`src/ffhp_pkg.sv`:
```
`default_nettype none
package ffhp_pkg;

	// Field widths of the request and result channels.
	localparam int OPCODE_W       = 1;
	localparam int HOST_IDX_W     = 6;
	localparam int AMOUNT_W       = 16;
	localparam int USED_W         = 20;
	localparam int COMMIT_W       = 12;
	localparam int CLASS_W        = 8;
	localparam int HOSTS_IN_USE_W = 7;
	localparam int PLACED_HOST_W  = 7;
	localparam int PLACED_TOTAL_W = 32;
	localparam int PROD_W         = AMOUNT_W + COMMIT_W;

	// Configuration port.
	localparam int CFG_INDEX_W = 4;
	localparam int CFG_DATA_W  = 12;

	localparam logic [CFG_INDEX_W-1:0] CFG_HOSTS_IN_USE       = 4'd0;
	localparam logic [CFG_INDEX_W-1:0] CFG_CRITICAL_CLASS     = 4'd1;
	localparam logic [CFG_INDEX_W-1:0] CFG_COMMIT_CRITICAL    = 4'd2;
	localparam logic [CFG_INDEX_W-1:0] CFG_COMMIT_NONCRITICAL = 4'd3;

	// Register reset values.
	localparam logic [HOSTS_IN_USE_W-1:0] RST_HOSTS_IN_USE       = 7'd64;
	localparam logic [CLASS_W-1:0]        RST_CRITICAL_CLASS     = 8'd1;
	localparam logic [COMMIT_W-1:0]       RST_COMMIT_CRITICAL    = 12'd256;
	localparam logic [COMMIT_W-1:0]       RST_COMMIT_NONCRITICAL = 12'd384;

	// Commitment of exactly 1.0 in Q4.8.
	localparam logic [COMMIT_W-1:0] COMMIT_ONE  = 12'd256;
	localparam logic [COMMIT_W-1:0] COMMIT_ZERO = 12'd0;

	localparam int DEF_MAX_HOSTS = 64;

	// Opcodes.
	localparam logic [OPCODE_W-1:0] OP_LOAD  = 1'b0;
	localparam logic [OPCODE_W-1:0] OP_PLACE = 1'b1;

	typedef enum logic [1:0] {
		ST_IDLE,
		ST_SCAN,
		ST_DONE
	} ffhp_state_t;

	// One row of the host table.
	typedef struct packed {
		logic [AMOUNT_W-1:0] cap_cpu;
		logic [AMOUNT_W-1:0] cap_memory;
		logic [AMOUNT_W-1:0] cap_storage;
		logic [USED_W-1:0]   used_cpu;
		logic [USED_W-1:0]   used_memory;
		logic [USED_W-1:0]   used_storage;
		logic [COMMIT_W-1:0] commit_level;
	} host_entry_t;

	// Verdict of the fit stage on one host.
	typedef struct packed {
		logic        hit;
		logic        last;
		host_entry_t wb_entry;
	} eval_res_t;

endpackage
`default_nettype wire

```
`src/ffhp_fit_eval.sv`:
```
`default_nettype none
module ffhp_fit_eval
	import ffhp_pkg::*;
#(
	parameter int AW = 6
) (
	input  wire logic                clk,
	input  wire logic                arst_n,
	input  wire logic                flush,
	input  wire logic                in_valid,
	input  wire logic [AW-1:0]       in_idx,
	input  wire logic                in_last,
	input  wire host_entry_t         rd_entry,
	input  wire logic [AMOUNT_W-1:0] req_cpu,
	input  wire logic [AMOUNT_W-1:0] req_memory,
	input  wire logic [AMOUNT_W-1:0] req_storage,
	input  wire logic                critical,
	input  wire logic [COMMIT_W-1:0] commit_critical,
	input  wire logic [COMMIT_W-1:0] commit_noncritical,
	output logic                     out_valid,
	output logic [AW-1:0]            out_idx,
	output eval_res_t                res
);

	logic              vld_s2;
	logic [AW-1:0]     idx_s2;
	logic              last_s2;
	host_entry_t       entry_s2;
	logic [PROD_W-1:0] prod_cpu_s2;
	logic [PROD_W-1:0] prod_mem_s2;

	logic [USED_W:0]   new_cpu;
	logic [USED_W:0]   new_mem;
	logic [USED_W:0]   new_sto;
	logic              overloaded;
	logic              scaled;
	logic              fit_cpu;
	logic              fit_mem;
	logic              fit_sto;
	logic [COMMIT_W-1:0] new_commit;

	// Stage 2 valid, cleared when the scan ends.
	always_ff @(posedge clk or negedge arst_n) begin
		if (!arst_n) begin
			vld_s2 <= 1'b0;
		end else begin
			vld_s2 <= in_valid && !flush;
		end
	end

	// Scaled capacities: capacity times commitment, kept with eight fraction bits.
	always_ff @(posedge clk) begin
		idx_s2      <= in_idx;
		last_s2     <= in_last;
		entry_s2    <= rd_entry;
		prod_cpu_s2 <= PROD_W'(rd_entry.cap_cpu) * PROD_W'(rd_entry.commit_level);
		prod_mem_s2 <= PROD_W'(rd_entry.cap_memory) * PROD_W'(rd_entry.commit_level);
	end

	// Overload and fit tests on the host held in stage 2.
	always_comb begin
		new_cpu = (USED_W+1)'(entry_s2.used_cpu) + (USED_W+1)'(req_cpu);
		new_mem = (USED_W+1)'(entry_s2.used_memory) + (USED_W+1)'(req_memory);
		new_sto = (USED_W+1)'(entry_s2.used_storage) + (USED_W+1)'(req_storage);

		overloaded = ({entry_s2.used_cpu, 8'd0} > prod_cpu_s2)
			|| ({entry_s2.used_memory, 8'd0} > prod_mem_s2)
			|| (entry_s2.used_storage > USED_W'(entry_s2.cap_storage));

		scaled = !critical && (entry_s2.commit_level > COMMIT_ONE);
		if (scaled) begin
			fit_cpu = {new_cpu, 8'd0} <= (PROD_W+1)'(prod_cpu_s2);
			fit_mem = {new_mem, 8'd0} <= (PROD_W+1)'(prod_mem_s2);
		end else begin
			fit_cpu = new_cpu <= (USED_W+1)'(entry_s2.cap_cpu);
			fit_mem = new_mem <= (USED_W+1)'(entry_s2.cap_memory);
		end
		fit_sto = new_sto <= (USED_W+1)'(entry_s2.cap_storage);

		if (critical) begin
			new_commit = commit_critical;
		end else if (entry_s2.commit_level == COMMIT_ZERO) begin
			new_commit = commit_noncritical;
		end else begin
			new_commit = entry_s2.commit_level;
		end

		res.hit                   = vld_s2 && !overloaded && fit_cpu && fit_mem && fit_sto;
		res.last                  = last_s2;
		res.wb_entry              = entry_s2;
		res.wb_entry.used_cpu     = new_cpu[USED_W-1:0];
		res.wb_entry.used_memory  = new_mem[USED_W-1:0];
		res.wb_entry.used_storage = new_sto[USED_W-1:0];
		res.wb_entry.commit_level = new_commit;
	end

	assign out_valid = vld_s2;
	assign out_idx   = idx_s2;

endmodule
`default_nettype wire

```
`config.mk`:
```
export PLATFORM = sky130hd
export DESIGN_NAME = ffhp_fit_eval
export DESIGN_NICKNAME = d
export VERILOG_FILES = /design/src/ffhp_pkg.sv /design/src/ffhp_fit_eval.sv
export SDC_FILE = /design/constraint.sdc
export NUM_CORES = 1
export LEC_CHECK = 0
export BUFFER_PORTS_ARGS = -buffer_cell sky130_fd_sc_hd__buf_4
export CORE_UTILIZATION = 55
export CTS_CLUSTER_SIZE = 28
export DETAILED_ROUTE_END_ITERATION = 16
export PLACE_DENSITY = 0.86
export SYNTH_ARGS = -nofsm -noshare
export SYNTH_HDL_FRONTEND = slang
export SYNTH_SLANG_ARGS = --single-unit
```
`constraint.sdc`:
```
create_clock -name clk -period 7.6 [get_ports clk]
set_input_delay 1.52 -clock clk [delete_from_list [all_inputs] [get_ports clk]]
set_output_delay 1.52 -clock clk [all_outputs]
set_load 0.03 [all_outputs]
```
==> key figures <==
Synth
  – Sequential area share after synthesis: 16.7%
  – Synth Area in Adders: 44.0%
  – Synth Area in Simple Gates: around 15%
  – Largest family of logic cells by synthesized area: adder cells
  – Avg Inst Size Synth: 8.92 um^2
  – Top cell type by total area after synthesis: fa_1
  – XOR/XNOR share of the synthesized area: 3.92%
  – Mux share of post-synthesis cell area: 0.136%
  – Cell Area, Synth: 22,100 um^2
  – Syn Nets: 3,289
  – Compound-Gate Fraction of Synth Area: about a tenth
  – Synth Flop Type: dfxtp_1
  – Synth warnings: 0
  – Asr flop ratio synth: 0.543%
  – Gate Count Post-Synth: 2,478
  – Synth area leaders: fa_1 (26%), ha_1 (18%), dfxtp_1 (17%), inv_1 (7.6%), nand2_1 (5.1%)
  – Count of different cell masters after synthesis: 66
  – Post-synth EDFFs: 0
  – Top cell type's share of synthesized area: roughly a quarter
  – Synth Register Bits: 184

Routing
  – TritonRoute pass-1 iters: 5
  – Vias per cell: 5.53
  – Routed wire per std cell: around 18 um
  – Residual DRC count: 0
  – Post-route ant nets: 0
  – Routed vias: 18,000
  – DR iter-0 viols: 1,001
  – Total Wirelength: approximately 57,000 um

GRT
  – Vias in the first global route: 19,400
  – Initial antenna violation count: 1
  – First-pass GRT wire length: about 95,000 um
  – Gr usage total: 29.3%
  – Largest net degree at the start of global routing: 34
  – Grt ovf: 0

Timing
  – Tightest Pin Transition: 0.891 ns
  – Period utilisation layout: 98.4%
  – Fin. max-slew vios: 0
  – Final hold slack: 0.787 ns
  – RSZ-0062 raised after global routing: yes
  – Setup violators final: 0
  – PnR worst setup slack: 0.118 ns
  – Normalized max-slew margin: 40.1%
  – Min cycle time layout: 7.48 ns
  – Fmax: roughly 130 MHz
  – Hold Violations, Final: 0

Floorplan
  – Die width: 202 um
  – Initial Util: 55.6%
  – I/O pin count: 333
  – Core Area: 39,700 um^2
  – Die Area: 41,000 um^2
  – Die Ht: between 200 and 250 um
  – FP Rows: 73

Clock network
  – Total CTS buffers: 17
  – CTS tree: done
  – Clock-pin slew on the worst setup and hold paths: 0.07 ns
  – Root buf cell: clkbuf_16
  – CTS Hold Bufs: 0
  – CTS max path bufs: 2
  – Sink Count: 184
  – Htree depth: 4

Critical path
  – CP max FO: 3
  – Arrival @ worst endpoint: 5.96 ns
  – Crit path kind: in -> out
  – Setup crit end: res[121]
  – Critical Path End Type: primary output
  – Startpoint types: input port
  – Crit path launch: req_memory[0]
  – CP required: 6.08 ns

Power
  – Psw: 3.78 mW
  – Clk pwr share: 12.1%
  – Leakage: 13.3 nW
  – Register share of total power: 15.8%
  – Sw Ratio: 46.4%
  – Pint: 4.36 mW
  – VDD IR max: 0.338 mV
  – PwrDens: 320 nW/um^2
  – Logic pwr share: approximately 70%

Cells and area
  – Area growth, synth to finish: 15.2%
  – Core Util, Final: ~64%
  – Fin nets: 3,531
  – Share of cells above drive strength 1: 14.9%
  – Post-route insts no fill: ~3,300

Placed design
  – Post-DP HPWL: 46,100 um
  – GPL Wtd Cong: 0.916
  – Dpl ws: -0.271 ns
  – IO buf count: 332
  – Placed Cells: 3,225

Outcome
  – Status: completed

Worst hold path
  – HP Class: in -> async

Run
  – Max-cap violations: 0
[power groups by stage]
stage          Combinational [mW]  Sequential, mW  Clock, mW
2_1_floorplan                4.46            1.29          0
3_3_place_gp                 5.50            1.30          0
4_1_cts                      5.85            1.29       1.01
6_report                     5.87            1.29      0.988
5_1_grt                      6.68            1.30       1.04
3_5_place_dp                 5.76            1.31          0
[worst max-delay path, stage by stage]
cell       delay (ns)
buf_4            0.11
ha_2             0.19
inv_2            0.06
fa_2             0.20
and2b_1          0.19
o31a_2           0.32
o41ai_4          0.34
o31a_1           0.21
and2b_1          0.19
o21ai_1          0.14
a21oi_2          0.09
ha_1             0.30
nand4_1          0.10
nor2_2           0.12
nand4_1          0.13
o32ai_2          0.35
o21bai_2         0.13
a2111oi_2        0.22
or4b_4           0.52
a2111oi_4        0.32
buf_6            0.19
[layer usage]
metal  GRT usage (%)  routed length, um  vias up
met5               0                  0        -
met4            15.0               2400        0
met3            5.65               3620      142
met2            50.5              28700      643
met1            34.8              22800     8878
li1                -                  -     8373
[timing repair]
action                                  CTS  global route
endpoints found under the setup margin    1             1
pin swaps                                 1             9
resized for setup                         7            12
setup buffers                             0             1
[worst min path at each step]
| stage | startpoint | endpoint | slack, ns | cells past startpoint |
|---|---|---|---|---|
| 3_3_place_gp | arst_n | out_valid | 1.31 | 1 |
| 4_1_cts | arst_n | out_valid | 0.75 | 1 |
| 2_1_floorplan | arst_n | out_valid | 1.22 | 0 |
| 5_1_grt | arst_n | out_valid | 0.77 | 1 |
| 6_report | arst_n | out_valid | 0.79 | 1 |
| 3_5_place_dp | arst_n | out_valid | 1.31 | 1 |
[stage by stage]
| step | power, mW | TNS, ns | instance area [um^2] |
|---|---|---|---|
| 6_report | 8.14 | 0 | 25500 |
| 5_1_grt | 9.03 | -0.123 | 25500 |
| 4_1_cts | 8.15 | 0 | 25400 |
| 3_5_place_dp | 7.07 | -0.271 | 24700 |
| 3_3_place_gp | 6.81 | -0.163 | 24700 |
| 2_1_floorplan | 5.75 | 0 | 22100 |
[cells by family after synthesis]
group | after synthesis
AO/OA/AOI/OAI | 342
XOR/XNOR | 99
adder cells (fa/ha/maj) | 607
buffers and inverters | 570
flip-flops | 184
multiplexers | 3
AND/OR/NAND/NOR | 673
[flip-flops by register name, summed over array words and instances, names as in the netlist]
name         cells
out_valid        1
prod_cpu_s2     28
entry_s2        72
out_idx          6
res             48
prod_mem_s2     28
last_s2          1
[cells in the mapped netlist, drive strengths merged, types with 9 or more instances]
master	number
nor2b	14
o21a	13
o21ai	67
ha	324
dfxtp	183
a21o	54
o21bai	10
xnor2	72
xor2	27
inv	447
nand3	27
nand2b	13
a21oi	127
nand2	299
fa	283
and3	12
clkbuf	73
buf	50
nor3	26
a211oi	12
nand4	28
a31oi	9
and2	160
nor2	57
[final cells by class]
class	instances	area, um^2
multi-input cells	1724	16200
fillers	3184	14300
flip-flops and latches	184	3690
repair buffers	346	2600
inverters	447	1680
well taps	525	657
clock buffers	21	470
clock inverters	11	170
diodes	1	2.50
[layout by cell type, fill, tap and decap left out, types with 27 or more instances in the layout]
master     n
dfxtp_1  183
xnor2_1   71
nand2_1  299
fa_1     282
o21ai_0   59
nor2_1    56
a21oi_1  125
nand4_1   28
ha_1     323
a21o_1    53
buf_4    345
nand3_1   27
inv_1    446
xor2_1    27
and2_1   160
Power figures use the tool's default switching activity.
